==> src/sv/symt_ram.sv <==
// ----------------------------------------------------------------------------
// symt_ram: generic RAM
// One write port, one read port, registered read data.
// ----------------------------------------------------------------------------
`default_nettype none

module symt_ram #(
  parameter int WIDTH = 8,
  parameter int DEPTH = 16
) (
  input  wire logic                     clk_i,
  input  wire logic                     we_i,
  input  wire logic [$clog2(DEPTH)-1:0] waddr_i,
  input  wire logic [WIDTH-1:0]         wdata_i,
  input  wire logic [$clog2(DEPTH)-1:0] raddr_i,
  output      logic [WIDTH-1:0]         rdata_o
);

  logic [WIDTH-1:0] mem_q [DEPTH];

  always_ff @(posedge clk_i) begin
    if (we_i) begin
      mem_q[waddr_i] <= wdata_i;
    end
    rdata_o <= mem_q[raddr_i];
  end

endmodule

`default_nettype wire

==> config.mk <==
export PLATFORM = sky130hd
export DESIGN_NAME = symt_ram
export DESIGN_NICKNAME = d
export VERILOG_FILES = /design/src/sv/symt_ram.sv
export SDC_FILE = /design/constraint.sdc
export NUM_CORES = 1
export LEC_CHECK = 0
export BUFFER_PORTS_ARGS = -buffer_cell sky130_fd_sc_hd__clkbuf_2
export CELL_PAD_IN_SITES_DETAIL_PLACEMENT = 0
export CELL_PAD_IN_SITES_GLOBAL_PLACEMENT = 1
export CORE_UTILIZATION = 56
export CTS_BUF_LIST = sky130_fd_sc_hd__clkbuf_2
export DETAILED_ROUTE_END_ITERATION = 7
export GPL_ROUTABILITY_DRIVEN = 0
export PLACE_DENSITY = 0.94
export SYNTH_ARGS = -nofsm -noshare
export SYNTH_HDL_FRONTEND = slang
export SYNTH_SLANG_ARGS = --single-unit
export TNS_END_PERCENT = 100
==> constraint.sdc <==
create_clock -name clk_i -period 2.1 [get_ports clk_i]
set_input_delay 0.315 -clock clk_i [delete_from_list [all_inputs] [get_ports clk_i]]
set_output_delay 0.315 -clock clk_i [all_outputs]
set_load 0.01 [all_outputs]
After elaboration in Yosys (flattened, before gate mapping)
Memory sizes are Yosys's and may differ from the RTL's. A register that Yosys moved wholly into a read port is not among the register bits.
Index checks and enable logic that the tools add are counted.
Word-level totals
  register bits after elaboration: 0
  input bits: 18
  output and inout port bits: 8
  memories: 1
  memory bits (writable): 128
Cells by class
  multiplexer cells: 2
Memory list
  mem_q: depth 16, width 8, rd ports 1, clocked after memory_dff 1, write ports 1, line 19  | logic [WIDTH-1:0] mem_q [DEPTH];
Operators with widths (count)
  2-to-1 mux 1 bit: 2

Longest topological paths before layout
  depth in word-level cells: 2
  gate-level depth with buffers: 5
  mapped depth without buffers: 3

Worst setup path before layout
OpenSTA, ideal clock, no wires.
  path kind: input-to-reg
  from: input port waddr_i[2]
  to: memory mem_q[0][0] (enable)
  data required time: 1.717 ns
  path buffers: 0
  setup time: 0.383 ns
  stages: 2
  slack: 0.292 ns
  arrival: 1.425 ns
  path through: or3b_2 -> nor3_1
RTL lines
  start: declaration: line 13  | input wire logic [$clog2(DEPTH)-1:0] waddr_i,
  end: declaration: line 19
Straight into the memory's write port.

Worst setup path after layout
  from: register rdata_o[4], read port of mem_q
  to: output port rdata_o[4]
RTL lines
  start: declaration: line 16  | output logic [WIDTH-1:0] rdata_o
No word-level cell between the ends.

==> results.sh <==
export IMPL_max_freq_mhz=659
export IMPL_relSlewSlack_pct=52.2
export IMPL_first_pass_iters=7
export IMPL_synthesis_nets=247
export IMPL_synthAdderAreaFrac_pct=0
export IMPL_fin_crit_ns=1.52
export IMPL_track_usage_pct=22.0
export IMPL_startpoint="rdata_o[4]"
export IMPL_cts_made_buffers=17
export IMPL_status="complete, but fails checks"
export IMPL_rsz0062_at_grt="no"
export IMPL_htree_num_levels=4
export IMPL_clock_root_buffer="clkbuf_2"
export IMPL_portBuffers=25
export IMPL_grt_pass1_wl_mm=14.8
export IMPL_path_delay_family="flip-flops"
export IMPL_setup_viol=0
export IMPL_core_sq_um=8810
export IMPL_crit_required_ns=1.78
export IMPL_slowest_stage="dfxtp_1"
export IMPL_yosys_area_share_simple_pct=3.18
export IMPL_rrSetupSlack_ns=0.67
export IMPL_worst_ep_arrival_time_ns=1.20
export IMPL_dieArea_sq_um=9580
export IMPL_synth_top_family_by_area="multiplexers"
export IMPL_start_util_pct=58.5
export IMPL_nNetsFinal=303
export IMPL_max_cap_violations=0
export IMPL_drc=1
export IMPL_r2r_end="rdata_o[5]"
export IMPL_cp_max_fo=1
export IMPL_die_h_microns=97.9
export IMPL_path_class="register to output port"
export IMPL_diodes=0
export IMPL_path_cells="clkbuf_2"
export IMPL_yosysWarnings=0
export IMPL_final_hold_violation_count=0
export IMPL_drive_above_1_share_pct=31.9
export IMPL_numPlacedInstances=371
export IMPL_drtIter0Drc=207
export IMPL_cts_resized=0
export IMPL_muxShareOfSynthArea_pct=15.0
export IMPL_syn_to_final_growth_pct=12.0
export IMPL_critPathBufInv=1
export IMPL_dpl_cell_area_sq_um=5490
export IMPL_drt_wl_total_mm=9.56
export IMPL_fin_crit_sh_pct=72.2
export IMPL_worstSetupEndpointType="output port"
export IMPL_vias=2540
export IMPL_r2r_start="mem_q[1][5]"
export IMPL_violations="DRC"
export IMPL_fin_area_sq_um=5760
export IMPL_antenna_found_initial=0
export IMPL_r2r_cells=3
export IMPL_skew_ns=0.0486
export IMPL_yosysUniqueCellTypes=19
export IMPL_worst_pin_slew_ns=0.715
export IMPL_yosysSeqAreaShare_pct=77.8
export IMPL_syn_inst=229
export IMPL_clkSinkCount=136
export IMPL_fin_tns_setup_ns=0
export IMPL_fp_dieW_microns=97.9
export IMPL_synth_seq_cells=136
export IMPL_startpoint_type="register"
export IMPL_grt_ovfl_total=0
export IMPL_cts_buffer_depth=2
export IMPL_min_path_type="input port to register"
export IMPL_ant_nets=0
export IMPL_postSynthAreaPerCell_sq_um=22.5
export IMPL_cp_slowest_stage_delay_ns=0.39
export IMPL_wl_per_cell_microns=23.5
export IMPL_ir_drop_uv=461
export IMPL_clock_latency_ns=0.67
export IMPL_final_util_pct=65.4
export IMPL_worstHoldStart="wdata_i[1]"
export IMPL_grt_max_degree=33
export IMPL_io_pins=26
export IMPL_avgViaCountPerCell=6.26
export IMPL_p_leak_nw=1.96
export IMPL_placementRows=34
export IMPL_netlist_area_sq_um=5150
export IMPL_slew_viol_final=0
export IMPL_hold_end="mem_q[13][1]"
export IMPL_cts_tree="done"
export IMPL_instances_no_fill=406
export IMPL_synth_compound_area_share_pct=2.33
export IMPL_grt_pass1_vias=2493
export IMPL_whs_path_depth=1
export IMPL_p_per_area_nw_per_um2=842
export IMPL_clkTransAtPathRegs_ns=0.24
export IMPL_yosys_area_share_xor_xnor_pct=0
[kinds of logic after synthesis]
group                  Yosys count
flip-flops                     136
AO/OA/AOI/OAI                   16
AND/OR/NAND/NOR                 35
multiplexers                    32
buffers and inverters           10
[metrics by stage]
stage	hold WS [ns]	setup slack, ns	power [mW]
global placement	0.649	0.365	3.38
floorplan	0.414	0.292	3.27
detailed placement	0.664	0.287	3.39
global route	0.0113	0.468	5.04
finish	0.0648	0.583	4.85
CTS	0.00177	0.513	4.89
[routing by layer]
layer	vias to the layer above	share of wire, %	track usage, %
li1	1090	-	-
met1	1327	43	32.0
met2	113	49	32.8
met3	10	7.1	6.23
met4	0	0.80	6.99
met5	-	0	0
[worst max-delay path by stage]
stage | to | slack (ns) | cells after the start
final | rdata_o[4] | 0.58 | 1
after detailed placement | rdata_o[5] | 0.29 | 5
after CTS | rdata_o[4] | 0.51 | 1
after global routing | rdata_o[4] | 0.47 | 1
after global placement | rdata_o[2] | 0.37 | 5
after floorplan | mem_q[0][0] | 0.29 | 2
[final cells by class]
cell class,count,area [sq um]
Multi-Input combinational cell,83,1060
Fill cell,547,3040
Clock inverter,13,149
Clock buffer,19,95.1
Timing Repair Buffer,47,323
Sequential cell,136,4000
Tap cell,108,135
[worst reg2reg max path, cell delays in order, from the launching register on]
cell      delay (ns)
edfxtp_1        0.42
mux4_1          0.54
a22oi_1         0.30
nand2_1         0.09
[synthesized netlist by cell type (all sizes together)]
library cell / count / area (sq um)
and2b: 1 / 7.51
nor2b: 1 / 6.26
or3b: 1 / 8.76
nand3b: 2 / 15.0
mux4: 32 / 773
and2: 1 / 6.26
edfxtp: 128 / 3840
nor3: 4 / 20.0
nand3: 1 / 5.00
dfxtp: 8 / 160
a22oi: 16 / 120
nand2b: 2 / 12.5
nand2: 9 / 33.8
nor2: 13 / 48.8
buf: 7 / 56.3
clkdlybuf4s25: 3 / 30.0
[registers in the layout (all words and copies together) (netlist names)]
register	cells
mem_q	128
rdata_o	8
[where the power goes]
group          leakage, nW  total [mW]  internal [mW]  switching, mW
sequential            1.22        3.05           3.03         0.0173
combinational        0.597       0.287          0.125          0.162
clock                0.135        1.52          0.568          0.951
total                 1.96        4.85           3.72           1.13
[cell usage in the layout (no fill, tap or decap)]
| cell type | Yosys | routed |
|---|---|---|
| a22oi_1 | 16 | 16 |
| and2_1 | 1 | 1 |
| and2b_1 | 1 | 1 |
| buf_12 | 0 | 2 |
| buf_4 | 1 | 17 |
| bufinv_16 | 0 | 2 |
| clkbuf_2 | 0 | 44 |
| clkinv_2 | 0 | 1 |
| clkinv_4 | 0 | 2 |
| clkinvlp_4 | 0 | 5 |
| dfxtp_1 | 8 | 8 |
| dlygate4sd3_1 | 0 | 3 |
| edfxtp_1 | 128 | 128 |
| inv_6 | 0 | 2 |
| inv_8 | 0 | 1 |
| mux4_1 | 14 | 14 |
| mux4_2 | 18 | 18 |
| nand2_1 | 9 | 9 |
| nand2b_1 | 2 | 2 |
| nand3_1 | 1 | 1 |
| nand3b_1 | 2 | 2 |
| nor2_1 | 13 | 13 |
| nor2b_1 | 1 | 1 |
| nor3_1 | 4 | 4 |
| or3b_2 | 1 | 1 |
[repair_timing]
action / CTS / global route
endpoints found under the hold margin: 14 / 5
endpoints found under the setup margin: 0 / 0
hold buffers: 2 / 1
buffers inserted: 0 / 0
(Power assumes the default switching activity.)
