===== src/sv/symt_pkg.sv =====
// ----------------------------------------------------------------------------
// symt_pkg: symbol table shared types and constants
// Entry layouts, transfer payloads, status and function codes.
// ----------------------------------------------------------------------------
`default_nettype none

package symt_pkg;

  localparam int TABLE_DEPTH    = 256;
  localparam int MAX_NAME_CHARS = 31;
  localparam int IDX_W          = $clog2(TABLE_DEPTH);
  localparam int CNT_W          = $clog2(TABLE_DEPTH + 1);
  localparam int SCAN_W         = (CNT_W > 9) ? CNT_W : 9;

  localparam logic [1:0] FUNC_INSERT = 2'd0;
  localparam logic [1:0] FUNC_LOOKUP = 2'd1;
  localparam logic [1:0] FUNC_RELOC  = 2'd2;
  localparam logic [1:0] FUNC_FIND   = 2'd3;

  localparam logic [2:0] ST_APPENDED  = 3'd0;
  localparam logic [2:0] ST_FOUND     = 3'd1;
  localparam logic [2:0] ST_BAD_NAME  = 3'd2;
  localparam logic [2:0] ST_EXT_DEF   = 3'd3;
  localparam logic [2:0] ST_DUP_LABEL = 3'd4;
  localparam logic [2:0] ST_EXT_ENTRY = 3'd5;
  localparam logic [2:0] ST_NOT_FOUND = 3'd6;
  localparam logic [2:0] ST_FULL      = 3'd7;

  localparam logic [1:0] KIND_UNKNOWN = 2'd0;
  localparam logic [1:0] KIND_DATA    = 2'd2;
  localparam logic [1:0] FLAG_ENTRY   = 2'd1;
  localparam logic [1:0] FLAG_EXTERN  = 2'd2;
  localparam logic [1:0] FLAG_BOTH    = 2'd3;

  typedef struct packed {
    logic [1:0]  func;
    logic [63:0] name_word0;
    logic [63:0] name_word1;
    logic [63:0] name_word2;
    logic [63:0] name_word3;
    logic [5:0]  name_length;
    logic [15:0] sym_address;
    logic [1:0]  sym_kind;
    logic [1:0]  sym_flag;
    logic [15:0] offset;
    logic [8:0]  start_index;
  } in_t;

  typedef struct packed {
    logic [2:0]  status;
    logic [7:0]  hit_index;
    logic [15:0] hit_address;
    logic [1:0]  hit_kind;
    logic [1:0]  hit_flag;
    logic [63:0] hit_name0;
    logic [63:0] hit_name1;
    logic [63:0] hit_name2;
    logic [63:0] hit_name3;
    logic [4:0]  hit_length;
  } out_t;

  typedef struct packed {
    logic [4:0]   len;
    logic [255:0] chars;
  } name_ent_t;

  typedef struct packed {
    logic [15:0] address;
    logic [1:0]  kind;
    logic [1:0]  flag;
  } attr_ent_t;

  typedef struct packed {
    logic         legal;
    logic [255:0] chars;
  } chk_t;

  typedef struct packed {
    logic [2:0] status;
    attr_ent_t  attr;
    logic       wr;
  } merge_t;

  function automatic logic is_letter(input logic [7:0] c);
    return ((c >= 8'd65) && (c <= 8'd90)) || ((c >= 8'd97) && (c <= 8'd122));
  endfunction

  function automatic logic is_alnum(input logic [7:0] c);
    return is_letter(c) || ((c >= 8'd48) && (c <= 8'd57));
  endfunction

endpackage

`default_nettype wire


===== src/sv/symt_merge.sv =====
// ----------------------------------------------------------------------------
// symt_merge: merge rules for a name already in the table
// Resolves extern, entry and duplicate label conflicts.
// ----------------------------------------------------------------------------
`default_nettype none

module symt_merge
  import symt_pkg::*;
(
  input  wire attr_ent_t   stored_i,
  input  wire logic [15:0] address_i,
  input  wire logic [1:0]  kind_i,
  input  wire logic [1:0]  flag_i,
  output      merge_t      merge_o
);

  always_comb begin
    merge_o.status = ST_FOUND;
    merge_o.attr   = stored_i;
    merge_o.wr     = 1'b0;
    if (address_i != 16'd0) begin
      priority if (stored_i.flag == FLAG_EXTERN) begin
        merge_o.status = ST_EXT_DEF;
      end else if (stored_i.address == 16'd0) begin
        merge_o.attr.address = address_i;
        merge_o.attr.kind    = kind_i;
        merge_o.wr           = 1'b1;
      end else begin
        merge_o.status = ST_DUP_LABEL;
      end
    end else begin
      priority if ((stored_i.flag == FLAG_EXTERN) && (kind_i != KIND_UNKNOWN)) begin
        merge_o.status = ST_EXT_DEF;
      end else if ((flag_i | stored_i.flag) == FLAG_BOTH) begin
        merge_o.status = ST_EXT_ENTRY;
      end else begin
        merge_o.attr.flag = flag_i;
        merge_o.wr        = 1'b1;
      end
    end
  end

endmodule

`default_nettype wire


===== config.mk =====
export PLATFORM = sky130hd
export DESIGN_NAME = symt_merge
export DESIGN_NICKNAME = d
export VERILOG_FILES = /design/src/sv/symt_pkg.sv /design/src/sv/symt_merge.sv
export SDC_FILE = /design/constraint.sdc
export NUM_CORES = 1
export LEC_CHECK = 0
export ABC_CLOCK_PERIOD_IN_PS = 1600
export BUFFER_PORTS_ARGS = -buffer_cell sky130_fd_sc_hd__buf_2
export CORE_MARGIN = 4
export CORE_UTILIZATION = 25
export DETAILED_ROUTE_END_ITERATION = 16
export MAX_ROUTING_LAYER = met4
export PLACE_DENSITY_LB_ADDON = 0.05
export SYNTH_ARGS = -nofsm -noshare
export SYNTH_HDL_FRONTEND = slang
export SYNTH_SLANG_ARGS = --single-unit

===== constraint.sdc =====
create_clock -name vclk -period 1.6
set_clock_uncertainty 0.2 [all_clocks]
set_input_delay 0.16 -clock vclk [all_inputs]
set_output_delay 0.16 -clock vclk [all_outputs]
set_load 0.005 [all_outputs]

After elaboration in Yosys (flattened, before gate mapping). Cells that the tools add are included.

Register bits: 0. Output and inout bits: 24. Logic and storage cells: 21.

Eq/ne operators: 2. Mux-type cells: 14. Bitwise operators: 1. Reductions and logical operators: 4.

Operators by type and width (number): 2-to-1 mux 18 bit (3); 2-to-1 mux 3 bit (7); zero test 16 bit (1); nonzero test 16 bit (1); == test 2 bit (second input constant) (2); 2-to-1 mux 1 bit (3); 2-to-1 mux 2 bit (1); bitwise OR 2 bit (1); nonzero test 2 bit (1); logical AND 1 bit (1).

Depth between registers and ports, before layout.
Depth after elaboration: 5. Mapped depth: 6.

Worst setup path before layout. OpenSTA, ideal clock, no wires.

Path kind: in2out. Start: input port stored_i[15] (netlist bit). End: output port merge_o[3] (netlist bit). Arrival time: 1.330 ns. Required time: 1.240 ns. Path slack: -0.090 ns. Cell stages on the path: 4. Path buffers: 0. Cells stage by stage: nor4_1 nand4_1 nor3b_4 mux2_4.

RTL lines: start, declared (line symt_merge.sv:10) `input wire attr_ent_t stored_i,`; end, declared (line symt_merge.sv:14) `output merge_t merge_o`.

==> results.json <==
{
  "vias": 748,
  "fmax_ghz": 0.532,
  "synth.most_common_cell": "a21o_1",
  "grt_max_degree": 15,
  "timing.final.ws_setup_ns": -0.281,
  "crit_fanout": 4,
  "place.gp.congestion": 0.715,
  "finalWirelength_um": 2100,
  "port_buffers": 64,
  "seq_area_um2": 0,
  "avgSynthCellArea_um2": 7.59,
  "die_area_um2": 2060,
  "drv_slew": 0,
  "relSlewSlack": 0.814,
  "nFlopsAndLatches": 0,
  "ys_seq_area_frac": 0,
  "grt_pass1_wl_um": 3110,
  "design_power_total_mw": 0.212,
  "p_per_area_nw_per_um2": 204,
  "syn_to_final_growth_pct": 198,
  "ios": 64,
  "cp-start-kind": "input port",
  "fin_area_um2": 1040,
  "min_from": "stored_i[7]",
  "peakVddDrop_uv": 133,
  "rows": 13,
  "dr.pass1.iters": 4,
  "leakage_nw": 0.566,
  "wl_per_cell_um": 14.7,
  "yosys-top-cells-area": "a21o_1 19%, a21o_2 18%, nor4_1 14%",
  "synth_top_area_cell": "a21o_1",
  "hold_violations": 0,
  "nNetsFinal": 170,
  "arrival_ns": 1.52,
  "cts_hold_buf": 0,
  "grt_antenna_before_repair": 0,
  "antenna_left": 0,
  "fin_util": 0.800,
  "criticalPathCategory": "input port to output pin",
  "layout-drive-gt1-share": 0.852,
  "core_um2": 1300,
  "initial_core_util": 0.268,
  "synth_top_area_frac": 0.194,
  "min-delay-path-class": "input port to output pin",
  "tightest_slew_ns": 0.278,
  "synthDistinctLibCells": 19,
  "crit_start": "stored_i[16]",
  "placed_area_um2": 821,
  "ys_warn_count": 0,
  "grt_setup_unrepaired": "yes",
  "drtIter0Drc": 8,
  "detail_route.vias_per_cell": 5.23,
  "mappedNetlistNets": 86,
  "netlist_top_cells_count": "9 x a21o_1, 8 x nor4_1, 7 x a21o_2",
  "min_to": "merge_o[8]",
  "grt_usage": 0.206,
  "grt_overflow": 0,
  "antennaDiodeCount": 0,
  "die_w_um": 45.4,
  "period_share": 1.18,
  "clock_buffers": 0,
  "grt_pass1_vias": 780,
  "synthCells": 46,
  "hpwl_um": 1510,
  "drc_errors": 0,
  "dp_worst_setup_slack_ns": -0.669,
  "outcome": "finished with violations",
  "finalSetupViolCount": 23,
  "hold_depth": 3,
  "synth.cell_area_um2": 349,
  "worstPathRequired_ns": 1.24,
  "failed_checks": "negative setup slack",
  "period_needed_ns": 1.88,
  "end_kind": "output pin",
  "cap_violations": 0,
  "die_h_um": 45.4
}
[placed cells by master, fill, tap and decap left out]
master    Yosys  final
mux2_4        2      2
buf_2         1     52
nand3_2       0      1
a32o_1        1      1
nand3_1       2      1
nand2_2       0      1
or2b_2        1      1
buf_4         0     16
nand4_1       2      2
o31ai_1       1      1
mux2_2        1      1
o21ai_2       0      1
a21oi_2       0      1
buf_6         1     16
nor4_2        0      1
nor4_4        0      7
a21o_1        9      9
nor2_1        4      4
nor3b_4       1      1
a21o_2        7      7
o21bai_1      1      1
and4_4        0      1
[how the worst max path moves through the flow]
stage | slack, ns | cells past startpoint | to
after detailed placement | -0.67 | 6 | merge_o[3]
after global placement | -0.64 | 6 | merge_o[3]
after floorplan | -0.07 | 4 | merge_o[3]
final | -0.28 | 7 | merge_o[4]
after global routing | -0.36 | 7 | merge_o[3]
after CTS | -0.28 | 7 | merge_o[3]
[cell families (layout without fill, tap and decap cells)]
logic type	Yosys count	in the layout	share of synthesized area
and+or+nand+nor	20	20	0.366
muxes	3	3	0.118
AOI/OAI and AO/OA	21	21	0.470
buffers and inverters	2	84	0.0466
[stage by stage]
stage / hold slack [ns] / TNS, ns / cells
after global routing: 0.387 / -6.34 / 143
after floorplan: 0.191 / -0.498 / 46
after detailed placement: 0.406 / -11.07 / 136
after global placement: 0.405 / -10.72 / 136
final: 0.367 / -4.55 / 143
after CTS: 0.372 / -4.42 / 141
[timing repair]
item	4_1_cts	5_1_grt
pin swaps	8	3
gates resized for setup	24	11
setup endpoints to repair	23	23
endpoints found under the hold margin	0	0
setup buffers	5	2
[metal layers]
layer	GRT usage	part of all wire	up-vias
li1	-	-	356
met1	0.212	0.33	338
met2	0.410	0.54	48
met3	0.0199	0.098	6
met4	0.0409	0.026	0
met5	-	0	-
[report_power, final]
group          switching (mW)  internal (mW)
Clock                       0              0
Combinational          0.0892          0.123
Sequential                  0              0
[worst max-delay path, cell delays in order]
cell	delay, ns
buf_2	0.13
nor4_4	0.24
nand4_1	0.20
nor3b_4	0.24
buf_6	0.14
mux2_4	0.29
buf_6	0.11
[area by class of cell]
class / instances / area, µm²
Multi-Input combinational cell: 44 / 462
Tap cell: 15 / 18.8
Fill cell: 88 / 260
Timing Repair Buffer: 84 / 561
Note: power is estimated with default switching activity, not from simulation.
